## src/rtl/sls_pkg.sv

```systemverilog
package sls_pkg;

  // Counter width default and the fixed width of reported counts
  localparam int unsigned COUNT_WIDTH_DEF = 16;
  localparam int unsigned OUT_W           = 16;
  localparam int unsigned OUT_MAX         = 65535;

  // Keyword table size, word-position width and table index width
  localparam int unsigned NUM_KW  = 6;
  localparam int unsigned POS_W   = 4;
  localparam int unsigned KW_IDX_W = 3;

  // Characters the scanner cares about
  localparam logic [7:0] CH_NEWLINE   = 8'h0A;
  localparam logic [7:0] CH_BACKSLASH = 8'h5C;
  localparam logic [7:0] CH_TAB       = 8'h09;
  localparam logic [7:0] CH_SPACE     = 8'h20;
  localparam logic [7:0] CH_VTAB      = 8'h0B;
  localparam logic [7:0] CH_FFEED     = 8'h0C;
  localparam logic [7:0] CH_CRET      = 8'h0D;

  localparam int unsigned TAB_STEP = 4;

  // Item kinds on the input channel
  localparam logic FUNC_BYTE = 1'b0;
  localparam logic FUNC_END  = 1'b1;

  // Configuration register map
  localparam int unsigned CFG_ADDR_W  = 4;
  localparam int unsigned CFG_DATA_W  = 32;
  localparam logic [CFG_ADDR_W-1:0] ADDR_INDENT_EN  = 4'h0;
  localparam logic [CFG_ADDR_W-1:0] ADDR_CONT_EN    = 4'h4;
  localparam logic [CFG_ADDR_W-1:0] ADDR_LINE_LIMIT = 4'h8;
  localparam logic [15:0] LINE_LIMIT_RST = 16'd10000;

  typedef enum logic [2:0] {
    KW_NONE,
    KW_FOR,
    KW_WHILE,
    KW_UNTIL,
    KW_IF,
    KW_CASE,
    KW_FUNCTION
  } kw_code_t;

  typedef enum logic [1:0] {
    PH_SKIP,
    PH_WORD,
    PH_DONE
  } phase_t;

  typedef struct packed {
    logic        indent_enable;
    logic        continuation_enable;
    logic [15:0] line_limit;
  } cfg_t;

  typedef struct packed {
    logic [OUT_W-1:0] line_index;
    logic [OUT_W-1:0] line_bytes;
    logic [OUT_W-1:0] indent_width;
    logic             continues;
    kw_code_t         keyword_code;
    logic             too_many_lines;
    logic             final_line;
  } line_res_t;

  // Whitespace: space, tab, VT, FF, CR
  function automatic logic is_ws(logic [7:0] b);
    is_ws = (b == CH_SPACE) || (b == CH_TAB) || (b == CH_VTAB) ||
            (b == CH_FFEED) || (b == CH_CRET);
  endfunction

  // Keyword length by table slot (slot i reports code i+1)
  function automatic logic [POS_W-1:0] kw_len(logic [KW_IDX_W-1:0] idx);
    case (idx)
      3'd0:    kw_len = 4'd3;
      3'd1:    kw_len = 4'd5;
      3'd2:    kw_len = 4'd5;
      3'd3:    kw_len = 4'd2;
      3'd4:    kw_len = 4'd4;
      3'd5:    kw_len = 4'd8;
      default: kw_len = 4'd0;
    endcase
  endfunction

  // Keyword character at a position, text left-aligned in 64 bits
  function automatic logic [7:0] kw_char(logic [KW_IDX_W-1:0] idx, logic [2:0] pos);
    logic [63:0] txt;
    case (idx)
      3'd0:    txt = {"for", 40'h0};
      3'd1:    txt = {"while", 24'h0};
      3'd2:    txt = {"until", 24'h0};
      3'd3:    txt = {"if", 48'h0};
      3'd4:    txt = {"case", 32'h0};
      3'd5:    txt = "function";
      default: txt = '0;
    endcase
    kw_char = txt[{3'd7 - pos, 3'b000} +: 8];
  endfunction

endpackage

```

## src/rtl/sls_ifs.sv

```systemverilog
interface sls_in_if;
  logic       valid;
  logic       ready;
  logic       func;
  logic [7:0] text_byte;

  modport source (output valid, func, text_byte, input ready);
  modport sink   (input valid, func, text_byte, output ready);
endinterface

interface sls_out_if;
  logic        valid;
  logic        ready;
  logic [15:0] line_index;
  logic [15:0] line_bytes;
  logic [15:0] indent_width;
  logic        continues;
  logic [2:0]  keyword_code;
  logic        too_many_lines;
  logic        final_line;

  modport source (output valid, line_index, line_bytes, indent_width, continues,
                  keyword_code, too_many_lines, final_line, input ready);
  modport sink   (input valid, line_index, line_bytes, indent_width, continues,
                  keyword_code, too_many_lines, final_line, output ready);
endinterface

```

## src/rtl/shell_line_splitter_scanner.sv

```systemverilog
// Shell line splitter: takes one beat per cycle on in_ch (a text byte, or an end-of-command
// marker) and emits one beat on out_ch for every newline byte and every end marker,
// describing the line just closed: index, length, indent, continuation flag, leading
// keyword, overflow against the line limit and whether the end marker closed it. Throughput
// is one item per clock with no bubbles; the only thing that stops intake is a result beat
// waiting on out_ch while out_ch.ready is low. An item passes the input register, then
// the line-state update and result register. Counters are COUNT_WIDTH bits and saturate;
// reported counts are capped at 65535. The user must write configuration through the APB
// port only while no item is in flight; the block itself does not enforce this.
module shell_line_splitter_scanner #(
  parameter int unsigned COUNT_WIDTH = sls_pkg::COUNT_WIDTH_DEF
) (
  input  logic                            clk,
  input  logic                            rst_n,
  sls_in_if.sink                          in_ch,
  sls_out_if.source                       out_ch,
  input  logic                            psel,
  input  logic                            penable,
  input  logic                            pwrite,
  input  logic [sls_pkg::CFG_ADDR_W-1:0]  paddr,
  input  logic [sls_pkg::CFG_DATA_W-1:0]  pwdata,
  output logic [sls_pkg::CFG_DATA_W-1:0]  prdata,
  output logic                            pready
);
  import sls_pkg::*;

  cfg_t       cfg;
  logic       s1_vld_r;
  logic       s1_func_r;
  logic [7:0] s1_byte_r;
  logic       out_vld_r;
  line_res_t  out_res_r;
  line_res_t  res;
  logic       close;
  logic       adv;
  logic       step;

  sls_cfg_regs u_cfg (
    .clk     (clk),
    .rst_n   (rst_n),
    .psel    (psel),
    .penable (penable),
    .pwrite  (pwrite),
    .paddr   (paddr),
    .pwdata  (pwdata),
    .prdata  (prdata),
    .pready  (pready),
    .cfg     (cfg)
  );

  sls_line_scan #(
    .COUNT_WIDTH (COUNT_WIDTH)
  ) u_scan (
    .clk       (clk),
    .rst_n     (rst_n),
    .step      (step),
    .func      (s1_func_r),
    .text_byte (s1_byte_r),
    .cfg       (cfg),
    .close     (close),
    .res       (res)
  );

  // Hold everything only while a result beat is stalled
  assign adv         = !out_vld_r || out_ch.ready;
  assign step        = s1_vld_r && adv;
  assign in_ch.ready = adv;

  // Input register
  always_ff @(posedge clk) begin
    if (!rst_n) begin
      s1_vld_r <= 1'b0;
    end else if (adv) begin
      s1_vld_r <= in_ch.valid;
    end
  end

  always_ff @(posedge clk) begin
    if (adv && in_ch.valid) begin
      s1_func_r <= in_ch.func;
      s1_byte_r <= in_ch.text_byte;
    end
  end

  // Result register
  always_ff @(posedge clk) begin
    if (!rst_n) begin
      out_vld_r <= 1'b0;
    end else if (adv) begin
      out_vld_r <= s1_vld_r && close;
    end
  end

  always_ff @(posedge clk) begin
    if (step && close) begin
      out_res_r <= res;
    end
  end

  assign out_ch.valid          = out_vld_r;
  assign out_ch.line_index     = out_res_r.line_index;
  assign out_ch.line_bytes     = out_res_r.line_bytes;
  assign out_ch.indent_width   = out_res_r.indent_width;
  assign out_ch.continues      = out_res_r.continues;
  assign out_ch.keyword_code   = out_res_r.keyword_code;
  assign out_ch.too_many_lines = out_res_r.too_many_lines;
  assign out_ch.final_line     = out_res_r.final_line;

  // Intake stops only behind a stalled result beat
  a_stall_source: assert property (@(posedge clk) disable iff (!rst_n)
    !in_ch.ready |-> (out_vld_r && !out_ch.ready))
    else $error("input stalled without a waiting result beat");

  // A new result beat follows a line-closing item in the input register
  a_result_origin: assert property (@(posedge clk) disable iff (!rst_n)
    $rose(out_vld_r) |-> $past(s1_vld_r && close))
    else $error("result beat without a closing item");

  // Overflow flag agrees with the reported line index
  a_overflow_flag: assert property (@(posedge clk) disable iff (!rst_n)
    out_vld_r |-> (out_res_r.too_many_lines == (out_res_r.line_index >= cfg.line_limit)))
    else $error("too_many_lines inconsistent with line_index");

endmodule

```

## src/rtl/sls_cfg_regs.sv

```systemverilog
module sls_cfg_regs (
  input  logic                            clk,
  input  logic                            rst_n,
  input  logic                            psel,
  input  logic                            penable,
  input  logic                            pwrite,
  input  logic [sls_pkg::CFG_ADDR_W-1:0]  paddr,
  input  logic [sls_pkg::CFG_DATA_W-1:0]  pwdata,
  output logic [sls_pkg::CFG_DATA_W-1:0]  prdata,
  output logic                            pready,
  output sls_pkg::cfg_t                   cfg
);
  import sls_pkg::*;

  cfg_t cfg_r;
  logic wr_en;

  assign pready = 1'b1;
  assign wr_en  = psel && penable && pwrite;
  assign cfg    = cfg_r;

  // Write on the access phase
  always_ff @(posedge clk) begin
    if (!rst_n) begin
      cfg_r.indent_enable       <= 1'b1;
      cfg_r.continuation_enable <= 1'b1;
      cfg_r.line_limit          <= LINE_LIMIT_RST;
    end else if (wr_en) begin
      case (paddr)
        ADDR_INDENT_EN:  cfg_r.indent_enable       <= pwdata[0];
        ADDR_CONT_EN:    cfg_r.continuation_enable <= pwdata[0];
        ADDR_LINE_LIMIT: cfg_r.line_limit          <= pwdata[15:0];
        default: ;
      endcase
    end
  end

  // Read back
  always_comb begin
    prdata = '0;
    case (paddr)
      ADDR_INDENT_EN:  prdata[0]    = cfg_r.indent_enable;
      ADDR_CONT_EN:    prdata[0]    = cfg_r.continuation_enable;
      ADDR_LINE_LIMIT: prdata[15:0] = cfg_r.line_limit;
      default:         prdata       = '0;
    endcase
  end

endmodule

```

## src/rtl/sls_line_scan.sv

```systemverilog
module sls_line_scan #(
  parameter int unsigned COUNT_WIDTH = sls_pkg::COUNT_WIDTH_DEF
) (
  input  logic                 clk,
  input  logic                 rst_n,
  input  logic                 step,
  input  logic                 func,
  input  logic [7:0]           text_byte,
  input  sls_pkg::cfg_t        cfg,
  output logic                 close,
  output sls_pkg::line_res_t   res
);
  import sls_pkg::*;

  localparam logic [COUNT_WIDTH-1:0] CNT_MAX = '1;
  localparam logic [POS_W-1:0]       POS_MAX = '1;

  logic [COUNT_WIDTH-1:0] line_cnt_r, line_cnt_nxt;
  logic [COUNT_WIDTH-1:0] len_cnt_r, len_cnt_nxt;
  logic [COUNT_WIDTH-1:0] ind_cnt_r, ind_cnt_nxt;
  logic                   ind_done_r, ind_done_nxt;
  phase_t                 phase_r, phase_nxt;
  logic [POS_W-1:0]       word_pos_r, word_pos_nxt;
  logic [NUM_KW-1:0]      cand_r, cand_nxt;
  logic                   bs_odd_r, bs_odd_nxt;
  logic                   prev_bs_r, prev_bs_nxt;

  logic [NUM_KW-1:0]      exact_mask;
  logic [NUM_KW-1:0]      char_mask;
  logic [NUM_KW-1:0]      final_mask;
  logic                   byte_ws;

  function automatic logic [COUNT_WIDTH-1:0] sat_add(logic [COUNT_WIDTH-1:0] v,
                                                     logic [2:0] amt);
    logic [COUNT_WIDTH-1:0] a;
    a = COUNT_WIDTH'(amt);
    sat_add = (v > CNT_MAX - a) ? CNT_MAX : v + a;
  endfunction

  function automatic logic [OUT_W-1:0] cap_out(logic [COUNT_WIDTH-1:0] v);
    cap_out = (v > COUNT_WIDTH'(OUT_MAX)) ? OUT_W'(OUT_MAX) : OUT_W'(v);
  endfunction

  assign close   = (func == FUNC_END) || (text_byte == CH_NEWLINE);
  assign byte_ws = is_ws(text_byte);

  // Match keyword slots against the word so far and the current byte
  always_comb begin
    for (int i = 0; i < NUM_KW; i++) begin
      exact_mask[i] = cand_r[i] && (kw_len(KW_IDX_W'(i)) == word_pos_r);
      char_mask[i]  = cand_r[i] && (word_pos_r < kw_len(KW_IDX_W'(i))) &&
                      (kw_char(KW_IDX_W'(i), word_pos_r[2:0]) == text_byte);
    end
  end

  // Next line state
  always_comb begin
    line_cnt_nxt = line_cnt_r;
    len_cnt_nxt  = len_cnt_r;
    ind_cnt_nxt  = ind_cnt_r;
    ind_done_nxt = ind_done_r;
    phase_nxt    = phase_r;
    word_pos_nxt = word_pos_r;
    cand_nxt     = cand_r;
    bs_odd_nxt   = bs_odd_r;
    prev_bs_nxt  = prev_bs_r;
    if (close) begin
      // Start a new line; end marker also restarts line numbering
      line_cnt_nxt = (func == FUNC_END) ? '0 : sat_add(line_cnt_r, 3'd1);
      len_cnt_nxt  = '0;
      ind_cnt_nxt  = '0;
      ind_done_nxt = 1'b0;
      phase_nxt    = PH_SKIP;
      word_pos_nxt = '0;
      cand_nxt     = '1;
      bs_odd_nxt   = 1'b0;
      prev_bs_nxt  = 1'b0;
    end else begin
      len_cnt_nxt = sat_add(len_cnt_r, 3'd1);
      if (!ind_done_r) begin
        if (text_byte == CH_SPACE) begin
          ind_cnt_nxt = sat_add(ind_cnt_r, 3'd1);
        end else if (text_byte == CH_TAB) begin
          ind_cnt_nxt = sat_add(ind_cnt_r, 3'(TAB_STEP));
        end else begin
          ind_done_nxt = 1'b1;
        end
      end
      // Track the parity of the last backslash run
      if (text_byte == CH_BACKSLASH) begin
        bs_odd_nxt  = prev_bs_r ? !bs_odd_r : 1'b1;
        prev_bs_nxt = 1'b1;
      end else if (byte_ws) begin
        prev_bs_nxt = 1'b0;
      end else begin
        bs_odd_nxt  = 1'b0;
        prev_bs_nxt = 1'b0;
      end
      // Advance the first-word matcher
      if (byte_ws) begin
        if (phase_r == PH_WORD) begin
          cand_nxt  = exact_mask;
          phase_nxt = PH_DONE;
        end
      end else if (phase_r != PH_DONE) begin
        phase_nxt = PH_WORD;
        cand_nxt  = char_mask;
        if (word_pos_r != POS_MAX) begin
          word_pos_nxt = word_pos_r + 1'b1;
        end
      end
    end
  end

  // Result fields for the line being closed
  always_comb begin
    case (phase_r)
      PH_WORD: final_mask = exact_mask;
      PH_DONE: final_mask = cand_r;
      default: final_mask = '0;
    endcase
    res.keyword_code = KW_NONE;
    for (int i = NUM_KW - 1; i >= 0; i--) begin
      if (final_mask[i]) begin
        res.keyword_code = kw_code_t'(i + 1);
      end
    end
    res.line_index     = cap_out(line_cnt_r);
    res.line_bytes     = cap_out(len_cnt_r);
    res.indent_width   = cfg.indent_enable ? cap_out(ind_cnt_r) : '0;
    res.continues      = cfg.continuation_enable && bs_odd_r;
    res.too_many_lines = 32'(line_cnt_r) >= 32'(cfg.line_limit);
    res.final_line     = (func == FUNC_END);
  end

  always_ff @(posedge clk) begin
    if (!rst_n) begin
      line_cnt_r <= '0;
      len_cnt_r  <= '0;
      ind_cnt_r  <= '0;
      ind_done_r <= 1'b0;
      phase_r    <= PH_SKIP;
      word_pos_r <= '0;
      cand_r     <= '1;
      bs_odd_r   <= 1'b0;
      prev_bs_r  <= 1'b0;
    end else if (step) begin
      line_cnt_r <= line_cnt_nxt;
      len_cnt_r  <= len_cnt_nxt;
      ind_cnt_r  <= ind_cnt_nxt;
      ind_done_r <= ind_done_nxt;
      phase_r    <= phase_nxt;
      word_pos_r <= word_pos_nxt;
      cand_r     <= cand_nxt;
      bs_odd_r   <= bs_odd_nxt;
      prev_bs_r  <= prev_bs_nxt;
    end
  end

endmodule
```

## src/flat_wrapper.sv

```systemverilog
// flat-port wrapper written by rule: the top's interface ports become plain ports
module shell_line_splitter_scanner_flat import sls_pkg::*;
#(
  parameter int unsigned COUNT_WIDTH = sls_pkg::COUNT_WIDTH_DEF
)
  (clk, rst_n, psel, penable, pwrite, paddr, pwdata, prdata, pready, in_ch_valid, in_ch_func, in_ch_text_byte, in_ch_ready, out_ch_valid, out_ch_line_index, out_ch_line_bytes, out_ch_indent_width, out_ch_continues, out_ch_keyword_code, out_ch_too_many_lines, out_ch_final_line, out_ch_ready);
  sls_in_if in_ch_i ();
  sls_out_if out_ch_i ();
  input  logic clk;
  input  logic rst_n;
  input  logic psel;
  input  logic penable;
  input  logic pwrite;
  input  logic [sls_pkg::CFG_ADDR_W-1:0] paddr;
  input  logic [sls_pkg::CFG_DATA_W-1:0] pwdata;
  output logic [sls_pkg::CFG_DATA_W-1:0] prdata;
  output logic pready;
  input wire logic [$bits(in_ch_i.valid)-1:0] in_ch_valid;
  input wire logic [$bits(in_ch_i.func)-1:0] in_ch_func;
  input wire logic [$bits(in_ch_i.text_byte)-1:0] in_ch_text_byte;
  output wire logic [$bits(in_ch_i.ready)-1:0] in_ch_ready;
  output wire logic [$bits(out_ch_i.valid)-1:0] out_ch_valid;
  output wire logic [$bits(out_ch_i.line_index)-1:0] out_ch_line_index;
  output wire logic [$bits(out_ch_i.line_bytes)-1:0] out_ch_line_bytes;
  output wire logic [$bits(out_ch_i.indent_width)-1:0] out_ch_indent_width;
  output wire logic [$bits(out_ch_i.continues)-1:0] out_ch_continues;
  output wire logic [$bits(out_ch_i.keyword_code)-1:0] out_ch_keyword_code;
  output wire logic [$bits(out_ch_i.too_many_lines)-1:0] out_ch_too_many_lines;
  output wire logic [$bits(out_ch_i.final_line)-1:0] out_ch_final_line;
  input wire logic [$bits(out_ch_i.ready)-1:0] out_ch_ready;
  assign in_ch_i.valid = in_ch_valid;
  assign in_ch_i.func = in_ch_func;
  assign in_ch_i.text_byte = in_ch_text_byte;
  assign in_ch_ready = in_ch_i.ready;
  assign out_ch_valid = out_ch_i.valid;
  assign out_ch_line_index = out_ch_i.line_index;
  assign out_ch_line_bytes = out_ch_i.line_bytes;
  assign out_ch_indent_width = out_ch_i.indent_width;
  assign out_ch_continues = out_ch_i.continues;
  assign out_ch_keyword_code = out_ch_i.keyword_code;
  assign out_ch_too_many_lines = out_ch_i.too_many_lines;
  assign out_ch_final_line = out_ch_i.final_line;
  assign out_ch_i.ready = out_ch_ready;
  shell_line_splitter_scanner #(.COUNT_WIDTH(COUNT_WIDTH)) u_core (.clk(clk), .rst_n(rst_n), .in_ch(in_ch_i), .out_ch(out_ch_i), .psel(psel), .penable(penable), .pwrite(pwrite), .paddr(paddr), .pwdata(pwdata), .prdata(prdata), .pready(pready));
endmodule
```

## config.mk

```make
export PLATFORM = sky130hd
export DESIGN_NAME = shell_line_splitter_scanner_flat
export DESIGN_NICKNAME = d
export VERILOG_FILES = /design/src/rtl/sls_pkg.sv /design/src/rtl/sls_ifs.sv /design/src/rtl/shell_line_splitter_scanner.sv /design/src/rtl/sls_cfg_regs.sv /design/src/rtl/sls_line_scan.sv /design/src/flat_wrapper.sv
export SDC_FILE = /design/constraint.sdc
export NUM_CORES = 1
export LEC_CHECK = 0
export BUFFER_PORTS_ARGS = -buffer_cell sky130_fd_sc_hd__buf_2
export CORE_MARGIN = 5
export CORE_UTILIZATION = 35
export CTS_CLUSTER_SIZE = 40
export DETAILED_ROUTE_END_ITERATION = 8
export GPL_ROUTABILITY_DRIVEN = 0
export PLACE_DENSITY = 0.56
export SYNTH_ARGS = -nofsm -noshare
export SYNTH_HDL_FRONTEND = slang
export SYNTH_SLANG_ARGS = --single-unit
export TNS_END_PERCENT = 20
```

## constraint.sdc

```tcl
create_clock -name clk -period 3.46 [get_ports clk]
set_input_delay 0.692 -clock clk [delete_from_list [all_inputs] [get_ports clk]]
set_output_delay 0.692 -clock clk [all_outputs]
set_load 0.005 [all_outputs]
```

==> parameters.txt <==
Parameter                              Value

Critical path
  Critical path class    flip-flop to flip-flop
  Arrival time reported for the critical path endpoint    3110 ps
  CP Max Fanout    11
  Worst path slowest cell    edfxtp_1
  Type of element capturing the critical path    flip-flop
  Max incr delay on CP    620 ps
  Buffers & Inverters on Critical Path    1
  Endpoint required time on the critical path    3770 ps
  Cell type group with the largest total delay on the critical path    simple AND/OR/NAND/NOR gates
  CP Launch Type    flip-flop
  Series of cell instances along the critical path    nor4b_1, nand2_1, a21boi_1, buf_4, nor2_1, nor4_1, o41ai_1

STA
  Share of the cycle needed by the critical path after routing    0.808
  Number of failing hold endpoints at the final stage    0
  Setup repair after global routing missed its margin    false
  Slew Limit Headroom    0.394
  Worst Slack Setup Final    663 ps
  Post-Route Setup TNS    0 ps
  Count of final setup violators    0
  Final setup skew    9.55 ps
  Worst slack on hold paths    446 ps
  Fin crit period    2800 ps
  Maximum operating frequency    358 MHz
  Tightest Pin Transition    908 ps
  Final number of max-transition violations    0

Die
  Initial cell density of the core    0.356
  Die Area    26300 um^2
  Core outline area    22700 um^2
  Overall die height    162 um
  Cell Rows    55
  Width of the chip    162 um
  Count of boundary I/O pins    141

Global routing
  Antenna violations before repair    0
  Global-route wire length before repair    34600 um
  Via count of the first global-routing pass    6501
  Congestion Overflow GR    0
  Overall track demand over capacity in global routing    0.160
  Largest net degree at the start of global routing    39

CTS
  Number of buffers added by the clock tree synthesis step    17
  Buffer levels on the longest clock path    2
  H-tree lvl count    4
  PostCTS Resize Cnt    0
  Count of clock tree sinks    146
  Clock Tree Root    clkbuf_16
  Clk pin slew, worst setup/hold paths    60 ps
  Hold buffers post-CTS    0
  Clock tree from TritonCTS    yes
  Clock latency of the later-clocked register in the worst-skew pair    420 ps
  Post-CTS setup repair buffer count    0

Route
  Vias after detailed routing    7087
  Post-Route M1 WL    10500 um
  Final WL    21200 um
  Total length of routed met2 wires    9110 um
  Number of vias per cell    5.49
  Initial drt markers    487
  DRC Markers    0
  Detailed-router iteration count before antenna repair    5
  Detailed-routed wire length on met3    1350 um
  Uppermost metal layer occupied by signal nets    met4
  Final antenna-violating net count    0
  Mean routed wirelength per cell    16.5 um

Synthesis
  Share of Yosys cell area claimed by the top area cell type    0.234
  Count of flip-flops with a built-in enable after synthesis    63
  Share of flip-flops with an asynchronous set or reset    0
  Largest area contributor in the netlist    edfxtp_1
  Largest cells by area after synthesis    edfxtp_1 23%, dfxtp_1 21%, ha_1 5.3%
  Warnings from Yosys    0
  Mean cell area of the mapped netlist    8.94 um^2
  Post-synthesis register bit count    146
  Prevailing post-synth register cell    dfxtp_1
  Count of unique library cells instantiated by Yosys    78
  Number of instances in the synthesized netlist    906
  Total standard cell area after synthesis    8100 um^2
  Sequential area share after synthesis    0.439

Power and ir drop
  Power per cell area    435 nW/um^2
  Portion of total power attributed to combinational logic    0.067
  Net Sw Frac    0.234
  Max VDD drop    257 uV
  Post-layout total power    4.11 mW
  Clock power share    0.479
  Total leakage power    3.60 nW
  Sequential fraction of design power    0.454
  Internal Pwr Total    3.15 mW
  Net switching power figure    960 uW

Min path
  Min-delay worst type    input pin to flip-flop

Final layout
  Fin cells    1291
  Fill cell instance count of the final layout    2262
  Area of all placed cells without fillers    9450 um^2
  Area added between synthesis and finish    16.8%
  Ratio of cells with drive above 1 in the final layout    0.185
  Share of the core filled with cells    0.416
  Net count of the finished layout    1079
  Diodes inserted    0

Placed design
  HPWL after DPL    15100 um
  Worst slack at placement    732 ps
  Number of buffers inserted by port buffering    107
  Placed instance area    8830 um^2
  Number of instances in the placed design    1259

Run
  Maximum capacitance violations    0

Status
  Run status    complete, no violations
power by group through the flow:
| stage | Combinational, mW | Clock [mW] | Sequential (mW) |
|---|---|---|---|
| 2_1_floorplan | 0.188 | 0 | 1.89 |
| 3_3_place_gp | 0.270 | 0 | 1.90 |
| 3_5_place_dp | 0.272 | 0 | 1.90 |
| 4_1_cts | 0.273 | 2.01 | 1.87 |
| 5_1_grt | 0.303 | 2.10 | 1.87 |
| 6_report | 0.274 | 1.97 | 1.87 |
path summary, 6_finish.rpt:
path	from	endpoint	slack (ps)	cells after the start
hold reg to reg	u_core.u_cfg.cfg[2]	u_core.u_cfg.cfg[2]	470	2
setup / recovery	u_core.s1_byte_r[5]	u_core.u_scan.ind_cnt_r[12]	660	7
hold / removal	in_ch_text_byte[5]	u_core.s1_byte_r[5]	450	1
setup reg to reg	u_core.s1_byte_r[5]	u_core.u_scan.ind_cnt_r[12]	660	7
kinds of logic (layout without fill, tap and decap cells):
group / after synthesis / in the layout / synth area share
compound gates: 255 / 255 / 0.206
xor+xnor: 16 / 16 / 0.0173
fa+ha+maj: 34 / 34 / 0.0526
buf+inv: 114 / 199 / 0.0643
flops: 146 / 146 / 0.439
mux: 5 / 5 / 0.00634
other cells: 2 / 17 / 0.000928
simple gates: 334 / 334 / 0.213
metal layers:
metal / global-route usage / up-vias
li1: - / 3482
met1: 0.239 / 3342
met2: 0.233 / 241
met3: 0.0360 / 22
met4: 0.0454 / 0
met5: 0 / -
layout make-up:
cell class | count | area [um^2] | area share
flip-flops and latches | 146 | 3550 | 0.376
multi-input cells | 661 | 4080 | 0.432
well taps | 285 | 357 | 0.0377
repair buffers | 126 | 678 | 0.0717
clock inverters | 15 | 203 | 0.0214
inverters | 41 | 154 | 0.0163
clock buffers | 17 | 425 | 0.0450
sequential cells by signal, summed over array words and instances (netlist names), 2 cells and up:
register,count
u_core.u_scan.ind_cnt_r,16
u_core.out_ch.keyword_code,3
u_core.out_ch.line_bytes,16
u_core.u_scan.phase_r,2
u_core.s1_byte_r,8
u_core.u_scan.word_pos_r,4
u_core.u_scan.len_cnt_r,16
u_core.out_ch.indent_width,16
u_core.out_ch.line_index,16
u_core.u_scan.line_cnt_r,16
u_core.u_scan.cand_r,6
u_core.u_cfg.cfg,18
cells in the final DEF (no fill, tap or decap), drive strengths merged, types with 9 or more instances in the layout:
| cell | count |
|---|---|
| inv | 45 |
| nor3 | 26 |
| and3 | 10 |
| edfxtp | 63 |
| ha | 34 |
| a211oi | 9 |
| nand4 | 25 |
| dfxtp | 83 |
| o21ai | 44 |
| nand3 | 29 |
| conb | 17 |
| and2 | 42 |
| a31oi | 31 |
| a21oi | 79 |
| xnor2 | 9 |
| o221a | 12 |
| clkbuf | 17 |
| nor4 | 9 |
| nand2 | 82 |
| buf | 126 |
| nor2 | 72 |
| a21o | 11 |
| o211ai | 13 |
synthesized netlist by cell type, types with 10 or more instances:
master / number
dfxtp_1: 83
nand2_1: 81
a21oi_1: 79
nor2_1: 72
edfxtp_1: 63
o21ai_0: 43
and2_1: 42
inv_1: 40
clkbuf_1: 36
ha_1: 34
a31oi_1: 31
nand3_1: 29
nor3_1: 25
nand4_1: 24
buf_4: 17
buf_2: 16
o211ai_1: 13
o221a_2: 12
a21o_1: 11
and3_1: 10
Power figures use the tool's default switching activity.
